$ cat src/rtl/tbu_pkg.sv
package tbu_pkg;

  // bank size and derived widths
  localparam int TIMER_SLOTS = 8;
  localparam int IDX_W       = (TIMER_SLOTS > 1) ? $clog2(TIMER_SLOTS) : 1;

  // fixed field widths
  localparam int MODE_W  = 3;
  localparam int SLOT_W  = 3;
  localparam int TIME_W  = 32;
  localparam int DELTA_W = 16;
  localparam int KIND_W  = 2;
  localparam int CMP_W   = (IDX_W > SLOT_W) ? IDX_W : SLOT_W;

  // input operations
  typedef enum logic [MODE_W-1:0] {
    MODE_ADD_ONCE = 3'd0,
    MODE_ADD_REP  = 3'd1,
    MODE_CANCEL   = 3'd2,
    MODE_PAUSE    = 3'd3,
    MODE_RESUME   = 3'd4,
    MODE_TICK     = 3'd5,
    MODE_CLEAR    = 3'd6,
    MODE_QUERY    = 3'd7
  } mode_t;

  // result kinds
  typedef enum logic [KIND_W-1:0] {
    KIND_ADD   = 2'd0,
    KIND_FIRE  = 2'd1,
    KIND_QUERY = 2'd2
  } kind_t;

  // item travelling down the cell chain, with what the cells add to it
  typedef struct packed {
    logic                   vld;
    mode_t                  mode;
    logic [SLOT_W-1:0]      slot;
    logic [TIME_W-1:0]      ival;
    logic [DELTA_W-1:0]     delta;
    logic                   placed;
    logic [IDX_W-1:0]       place_idx;
    logic [TIMER_SLOTS-1:0] fires;
    logic [TIME_W-1:0]      rem;
  } link_t;

  // index of the lowest set bit, zero when none is set
  function automatic logic [IDX_W-1:0] lowest_idx(input logic [TIMER_SLOTS-1:0] m);
    logic [IDX_W-1:0] r;
    r = '0;
    for (int i = TIMER_SLOTS - 1; i >= 0; i--) begin
      if (m[i]) begin
        r = IDX_W'(i);
      end
    end
    return r;
  endfunction

endpackage

$ cat src/rtl/tbu_cell.sv
module tbu_cell (
  input  logic                  clk,
  input  logic                  rst,
  input  logic [tbu_pkg::IDX_W-1:0] idx,
  input  logic                  adv,
  input  tbu_pkg::link_t        lnk_in,
  output tbu_pkg::link_t        lnk_out
);
  import tbu_pkg::*;

  // slot state
  logic              in_use;
  logic              paused;
  logic              repeats;
  logic [TIME_W-1:0] interval;
  logic [TIME_W-1:0] elapsed;

  logic              in_use_next;
  logic              paused_next;
  logic              repeats_next;
  logic [TIME_W-1:0] interval_next;
  logic [TIME_W-1:0] elapsed_next;
  link_t             lnk_next;

  logic [TIME_W:0]   sum;
  logic [TIME_W-1:0] sat;
  logic              hit;
  logic              live;

  // saturating elapsed time and slot match
  always_comb begin
    sum  = {1'b0, elapsed} + (TIME_W + 1)'(lnk_in.delta);
    sat  = sum[TIME_W] ? '1 : sum[TIME_W-1:0];
    hit  = (CMP_W'(lnk_in.slot) == CMP_W'(idx));
    live = in_use && !paused;
  end

  // per-operation update of this slot and of the passing item
  always_comb begin
    in_use_next   = in_use;
    paused_next   = paused;
    repeats_next  = repeats;
    interval_next = interval;
    elapsed_next  = elapsed;
    lnk_next      = lnk_in;
    if (adv && lnk_in.vld) begin
      unique case (lnk_in.mode) inside
        MODE_ADD_ONCE, MODE_ADD_REP: begin
          if (!lnk_in.placed && !in_use) begin
            in_use_next        = 1'b1;
            paused_next        = 1'b0;
            repeats_next       = (lnk_in.mode == MODE_ADD_REP);
            interval_next      = lnk_in.ival;
            elapsed_next       = '0;
            lnk_next.placed    = 1'b1;
            lnk_next.place_idx = idx;
          end
        end
        MODE_CANCEL: begin
          if (hit) begin
            in_use_next = 1'b0;
            paused_next = 1'b0;
          end
        end
        MODE_PAUSE: begin
          if (hit && in_use) begin
            paused_next = 1'b1;
          end
        end
        MODE_RESUME: begin
          if (hit && in_use) begin
            paused_next = 1'b0;
          end
        end
        MODE_TICK: begin
          if (live) begin
            elapsed_next = sat;
            if (sat >= interval) begin
              lnk_next.fires[idx] = 1'b1;
              if (repeats) begin
                elapsed_next = '0;
              end else begin
                in_use_next = 1'b0;
                paused_next = 1'b0;
              end
            end
          end
        end
        MODE_CLEAR: begin
          in_use_next = 1'b0;
          paused_next = 1'b0;
        end
        MODE_QUERY: begin
          if (hit && live && (interval > elapsed)) begin
            lnk_next.rem = interval - elapsed;
          end
        end
        default: begin
        end
      endcase
    end
  end

  // control state and hop register
  always_ff @(posedge clk) begin
    if (rst) begin
      in_use      <= 1'b0;
      paused      <= 1'b0;
      lnk_out.vld <= 1'b0;
    end else begin
      in_use <= in_use_next;
      paused <= paused_next;
      if (adv) begin
        lnk_out <= lnk_next;
      end
    end
  end

  // slot payload, written before it is ever read
  always_ff @(posedge clk) begin
    repeats  <= repeats_next;
    interval <= interval_next;
    elapsed  <= elapsed_next;
  end

endmodule

$ cat src/rtl/tbu_emit.sv
module tbu_emit (
  input  logic                       clk,
  input  logic                       rst,
  input  tbu_pkg::link_t             lnk,
  output logic                       take,
  input  logic                       out_stall,
  output logic                       out_valid,
  output logic [tbu_pkg::KIND_W-1:0] kind,
  output logic [tbu_pkg::SLOT_W-1:0] slot_out,
  output logic                       full_res,
  output logic [tbu_pkg::TIME_W-1:0] remaining_us,
  output logic                       last
);
  import tbu_pkg::*;

  // fires still to be sent for the current tick
  logic [TIMER_SLOTS-1:0] pend;
  logic [TIMER_SLOTS-1:0] pend_next;

  logic                   out_valid_next;
  logic [KIND_W-1:0]      kind_next;
  logic [SLOT_W-1:0]      slot_out_next;
  logic                   full_res_next;
  logic [TIME_W-1:0]      remaining_us_next;
  logic                   last_next;

  logic                   free;
  logic [TIMER_SLOTS-1:0] src;
  logic [TIMER_SLOTS-1:0] rest;
  logic [IDX_W-1:0]       low;

  // lowest pending fire and what remains after it
  always_comb begin
    free = !out_valid || !out_stall;
    take = lnk.vld && (pend == '0) && free;
    src  = take ? lnk.fires : pend;
    rest = src & (src - TIMER_SLOTS'(1));
    low  = lowest_idx(src);
  end

  // result register load
  always_comb begin
    out_valid_next    = out_valid && out_stall;
    kind_next         = kind;
    slot_out_next     = slot_out;
    full_res_next     = full_res;
    remaining_us_next = remaining_us;
    last_next         = last;
    pend_next         = pend;
    if (take) begin
      case (lnk.mode) inside
        MODE_ADD_ONCE, MODE_ADD_REP: begin
          out_valid_next    = 1'b1;
          kind_next         = KIND_ADD;
          slot_out_next     = lnk.placed ? SLOT_W'(lnk.place_idx) : '0;
          full_res_next     = !lnk.placed;
          remaining_us_next = '0;
          last_next         = 1'b1;
        end
        MODE_QUERY: begin
          out_valid_next    = 1'b1;
          kind_next         = KIND_QUERY;
          slot_out_next     = lnk.slot;
          full_res_next     = 1'b0;
          remaining_us_next = lnk.rem;
          last_next         = 1'b1;
        end
        MODE_TICK: begin
          if (src != '0) begin
            out_valid_next    = 1'b1;
            kind_next         = KIND_FIRE;
            slot_out_next     = SLOT_W'(low);
            full_res_next     = 1'b0;
            remaining_us_next = '0;
            last_next         = (rest == '0);
            pend_next         = rest;
          end
        end
        default: begin
        end
      endcase
    end else if ((pend != '0) && free) begin
      out_valid_next    = 1'b1;
      kind_next         = KIND_FIRE;
      slot_out_next     = SLOT_W'(low);
      full_res_next     = 1'b0;
      remaining_us_next = '0;
      last_next         = (rest == '0);
      pend_next         = rest;
    end
  end

  // control
  always_ff @(posedge clk) begin
    if (rst) begin
      out_valid <= 1'b0;
      pend      <= '0;
    end else begin
      out_valid <= out_valid_next;
      pend      <= pend_next;
    end
  end

  // result payload
  always_ff @(posedge clk) begin
    kind         <= kind_next;
    slot_out     <= slot_out_next;
    full_res     <= full_res_next;
    remaining_us <= remaining_us_next;
    last         <= last_next;
  end

endmodule

$ cat src/rtl/timer_bank_unit.sv
// channel | handshake            | fields
// --------+----------------------+----------------------------------------------
// input   | in_valid, in_stall   | mode, slot, interval_us, delta_us
// result  | out_valid, out_stall | kind, slot_out, full_res, remaining_us, last
//
// an item walks the row of slot cells, one cell a cycle unless a result stall or pending
// fires hold the chain, and passes from the chain end into the result register.
// a new item is taken only once the chain is empty, so items never overlap in it.
// a tick sends its fires one at a time after the chain, pausing on a stall, lowest slot first.
// synchronous reset frees every slot; there is no clearing pass.
// result stall holds the result register, then the item at the chain end.
module timer_bank_unit (
  input  logic                       clk,
  input  logic                       rst,
  input  logic                       in_valid,
  output logic                       in_stall,
  input  logic [tbu_pkg::MODE_W-1:0] mode,
  input  logic [tbu_pkg::SLOT_W-1:0] slot,
  input  logic [tbu_pkg::TIME_W-1:0] interval_us,
  input  logic [tbu_pkg::DELTA_W-1:0] delta_us,
  output logic                       out_valid,
  input  logic                       out_stall,
  output logic [tbu_pkg::KIND_W-1:0] kind,
  output logic [tbu_pkg::SLOT_W-1:0] slot_out,
  output logic                       full_res,
  output logic [tbu_pkg::TIME_W-1:0] remaining_us,
  output logic                       last
);
  import tbu_pkg::*;

  link_t chain [TIMER_SLOTS+1];
  link_t entry;
  logic  accept;
  logic  adv;
  logic  take;
  logic  busy;

  // chain occupancy, the block takes items only when it is empty
  always_comb begin
    busy = 1'b0;
    for (int k = 0; k <= TIMER_SLOTS; k++) begin
      busy = busy | chain[k].vld;
    end
  end

  assign in_stall = busy;
  assign accept   = in_valid && !busy;
  assign adv      = !chain[TIMER_SLOTS].vld || take;

  // fresh item entering the first cell
  always_comb begin
    entry           = '0;
    entry.vld       = 1'b1;
    entry.mode      = mode_t'(mode);
    entry.slot      = slot;
    entry.ival      = interval_us;
    entry.delta     = delta_us;
    entry.placed    = 1'b0;
    entry.place_idx = '0;
    entry.fires     = '0;
    entry.rem       = '0;
  end

  // entry register
  always_ff @(posedge clk) begin
    if (rst) begin
      chain[0].vld <= 1'b0;
    end else if (accept) begin
      chain[0] <= entry;
    end else if (adv) begin
      chain[0].vld <= 1'b0;
    end
  end

  // row of slot cells
  for (genvar k = 0; k < TIMER_SLOTS; k++) begin : g_cell
    tbu_cell u_cell (
      .clk     (clk),
      .rst     (rst),
      .idx     (IDX_W'(k)),
      .adv     (adv),
      .lnk_in  (chain[k]),
      .lnk_out (chain[k+1])
    );
  end

  // result sequencing
  tbu_emit u_emit (
    .clk          (clk),
    .rst          (rst),
    .lnk          (chain[TIMER_SLOTS]),
    .take         (take),
    .out_stall    (out_stall),
    .out_valid    (out_valid),
    .kind         (kind),
    .slot_out     (slot_out),
    .full_res     (full_res),
    .remaining_us (remaining_us),
    .last         (last)
  );

endmodule

$ cat config.mk
export PLATFORM = sky130hd
export DESIGN_NAME = timer_bank_unit
export DESIGN_NICKNAME = d
export VERILOG_FILES = /design/src/rtl/tbu_pkg.sv /design/src/rtl/tbu_cell.sv /design/src/rtl/tbu_emit.sv /design/src/rtl/timer_bank_unit.sv
export SDC_FILE = /design/constraint.sdc
export NUM_CORES = 2
export LEC_CHECK = 0
export BUFFER_PORTS_ARGS = -buffer_cell sky130_fd_sc_hd__buf_2
export CORE_MARGIN = 2
export CORE_UTILIZATION = 65
export CTS_BUF_LIST = sky130_fd_sc_hd__clkbuf_16
export CTS_CLUSTER_SIZE = 8
export DETAILED_ROUTE_END_ITERATION = 7
export GPL_TIMING_DRIVEN = 0
export PLACE_DENSITY = 0.88
export SKIP_LAST_GASP = 1
export SLEW_MARGIN = 20
export SYNTH_ARGS = -nofsm -noshare
export SYNTH_HDL_FRONTEND = slang
export SYNTH_HIERARCHICAL = 1
export SYNTH_SLANG_ARGS = --single-unit
$ cat constraint.sdc
create_clock -name clk -period 11.8 [get_ports clk]
set_input_delay 0 -clock clk [delete_from_list [all_inputs] [get_ports clk]]
set_output_delay 0 -clock clk [all_outputs]
set_load 0.03 [all_outputs]
==> impl_metrics.env <==
export IMPL_outcome="finished clean"
export IMPL_holdPathStages=4
export IMPL_worstMarginPinSlew_ns=1.30
export IMPL_power_leakage_nw=37.6
export IMPL_clk_pin_slew_ns=0.06
export IMPL_drc_errors=0
export IMPL_reg2reg_depth=21
export IMPL_crit_chain="ha_1 -> fa_1 -> a211oi_1 -> o21bai_1 -> o41ai_2 -> a21oi_1 -> a21o_1 -> nand3_1 -> clkbuf_1 -> nand2_1 -> ha_1 -> o21ai_0 -> o21bai_1 -> a21oi_1 -> o21ai_0 -> a311oi_1 -> o21ai_0 -> a21o_1 -> clkbuf_1 -> clkbuf_1 -> a21oi_1"
export IMPL_dpl_hpwl_um=179000
export IMPL_reg2reg_from="chain[836]"
export IMPL_postCtsResizedCells=0
export IMPL_worstPathArrival_ns=9.74
export IMPL_cp_required_ns=12.36
export IMPL_drt_total_wl_um=237000
export IMPL_worst_ir_drop_vdd_uv=176
export IMPL_hp_start="in_valid"
export IMPL_areaGrowthSynthToFinish_pct=12.9
export IMPL_cts_buffers_inserted=191
export IMPL_max_freq_ghz=0.109
export IMPL_clkLatencyLatePin_ns=0.87
export IMPL_dp_slack_ns=3.71
export IMPL_cp_max_fo=10
export IMPL_slew_headroom_pct=12.9
export IMPL_htree_levels=4
export IMPL_whs_ns=0.0724
export IMPL_syn_avg_cell_area_um2=11.1
export IMPL_holdPathEnd="chain[890]"
export IMPL_final_cell_mix="edfxtp_1 (1349), inv_1 (693), a21oi_1 (688), ha_1 (640), nand2_1 (531)"
export IMPL_crit_family="compound AO/OA/AOI/OAI gates"
export IMPL_design_area_um2=92200
export IMPL_fin_nets=8634
export IMPL_grt_max_degree=37
export IMPL_io_buffers=98
export IMPL_vias=62190
export IMPL_synth_cells=7335
export IMPL_clock_sinks=1382
export IMPL_power_density_nw_per_um2=124
export IMPL_endpoint_kind="flop"
export IMPL_finalSetupViolations=0
export IMPL_worst_path_max_delay_cell="o21ai_0"
export IMPL_rows=130
export IMPL_fin_crit_ns=9.18
export IMPL_placed_area_um2=85700
export IMPL_crit_path_start_kind="flop"
export IMPL_drt_iter0_drc=5869
export IMPL_cts_root_buf="clkbuf_16"
export IMPL_yosys_warnings=6
export IMPL_grt_overflow_total=0
export IMPL_die_x_um=358
export IMPL_wl_per_cell_um=24.7
export IMPL_path_buf_inv=3
export IMPL_track_usage_pct=36.6
export IMPL_rsz0062_at_grt="false"
export IMPL_fillerInstances=8109
export IMPL_crit_path_max_incr_delay_ns=0.85
export IMPL_grt_pass1_vias=62871
export IMPL_hp_class="in -> reg"
export IMPL_fin_crit_sh_pct=77.8
export IMPL_regToRegSetupSlack_ns=2.62
export IMPL_utilization_pct=73.7
export IMPL_postCtsSetupRepairBufs=0
export IMPL_slew_violations=0
export IMPL_drive_gt1_share_pct=9.41
export IMPL_die_area_um2=128000
export IMPL_clock_skew_ns=0.0765
export IMPL_grt_pass1_wl_um=354000
export IMPL_cts_tree="done"
export IMPL_final_common_cell="edfxtp_1"
export IMPL_antenna_found_initial=2
export IMPL_initial_utilization_pct=65.3
export IMPL_gp_congestion=1.00
export IMPL_syn_area_um2=81600
export IMPL_drv_cap=0
export IMPL_ios=99
export IMPL_max_clock_path_buffers=3
export IMPL_viasPerCell=6.46
export IMPL_core_area_um2=125000
export IMPL_dieHeight_um=358
export IMPL_fin_tns_setup_ns=0
export IMPL_firstDrtPassIters=8
export IMPL_hold_violations=0
export IMPL_r2r_end="g_cell[0].u_cell/elapsed[7]"
export IMPL_worst_setup_path_type="reg -> reg"
export IMPL_postCtsHoldBufs=111
export IMPL_fin_ws_ns=2.62
export IMPL_final_antenna_net_count=0
[worst max path at each step]
stage | cells after the start | to | startpoint
final | 21 | g_cell[0].u_cell/elapsed[7] | chain[836]
after global routing | 21 | g_cell[0].u_cell/elapsed[4] | chain[836]
after CTS | 21 | g_cell[2].u_cell/elapsed[30] | g_cell[1].u_cell/lnk_out[44]
after detailed placement | 21 | g_cell[2].u_cell/elapsed[30] | g_cell[1].u_cell/lnk_out[44]
after global placement | 7 | g_cell[1].u_cell/elapsed[1] | g_cell[7].u_cell/lnk_out[98]
after floorplan | 8 | g_cell[1].u_cell/elapsed[0] | u_emit/pend[4]
[per-stage QoR]
step,total power [mW],cells
detailed placement,6.43,9266
finish,11.4,9634
global placement,6.39,9197
floorplan,6.18,7449
CTS,11.4,9631
global route,11.7,9632
[power breakdown]
part	total, mW	switching, mW	leakage [nW]	internal [mW]
clock network	5.01	2.13	2.76	2.89
registers	5.69	0.113	13.2	5.58
logic	0.722	0.436	21.7	0.286
total	11.4	2.68	37.6	8.75
[final cells by class]
cell class              count  area (um^2)  share of cell area, %
clock buffers             191         4780                   5.19
multi-input cells        5232        37600                   40.8
flip-flops and latches   1382        41200                   44.7
well taps                1650         2060                   2.24
clock inverters            63          564                  0.612
inverters                 651         2440                   2.65
diodes                      3         7.51                0.00815
plain buffers             184         1050                   1.14
repair buffers            278         2480                   2.69
[per-layer routing]
metal  up-vias  track usage, %  routed length [um]
li1      28466               -                   -
met1     29558            37.5               80500
met2      3228            67.7              124000
met3       938            4.62               12900
met4         0            27.9               20400
met5         -               0                   0
[worst register-to-register path, stage by stage (launching register included)]
cell and delay, ns:
edfxtp_1 0.43, ha_1 0.29, fa_1 0.44, a211oi_1 0.33, o21bai_1 0.21, o41ai_2 0.62
a21oi_1 0.30, a21o_1 0.32, nand3_1 0.63, clkbuf_1 0.67, nand2_1 0.18, ha_1 0.33
o21ai_0 0.12, o21bai_1 0.18, a21oi_1 0.08, o21ai_0 0.85, a311oi_1 0.56, o21ai_0 0.73
a21o_1 0.22, clkbuf_1 0.42, clkbuf_1 0.79, a21oi_1 0.19
[state kept, by name, summed over array words and instances, names as in the netlist]
register / cells
u_emit/remaining_us: 32
g_cell.u_cell/interval: 256
g_cell.u_cell/paused: 8
u_emit/out_valid: 1
u_emit/kind: 2
chain: 55
u_emit/last: 1
g_cell.u_cell/repeats: 8
u_emit/pend: 7
g_cell.u_cell/elapsed: 256
u_emit/full_res: 1
u_emit/slot_out: 3
g_cell.u_cell/in_use: 8
g_cell.u_cell/lnk_out: 744
No activity file was read; power rests on OpenSTA's default activity.
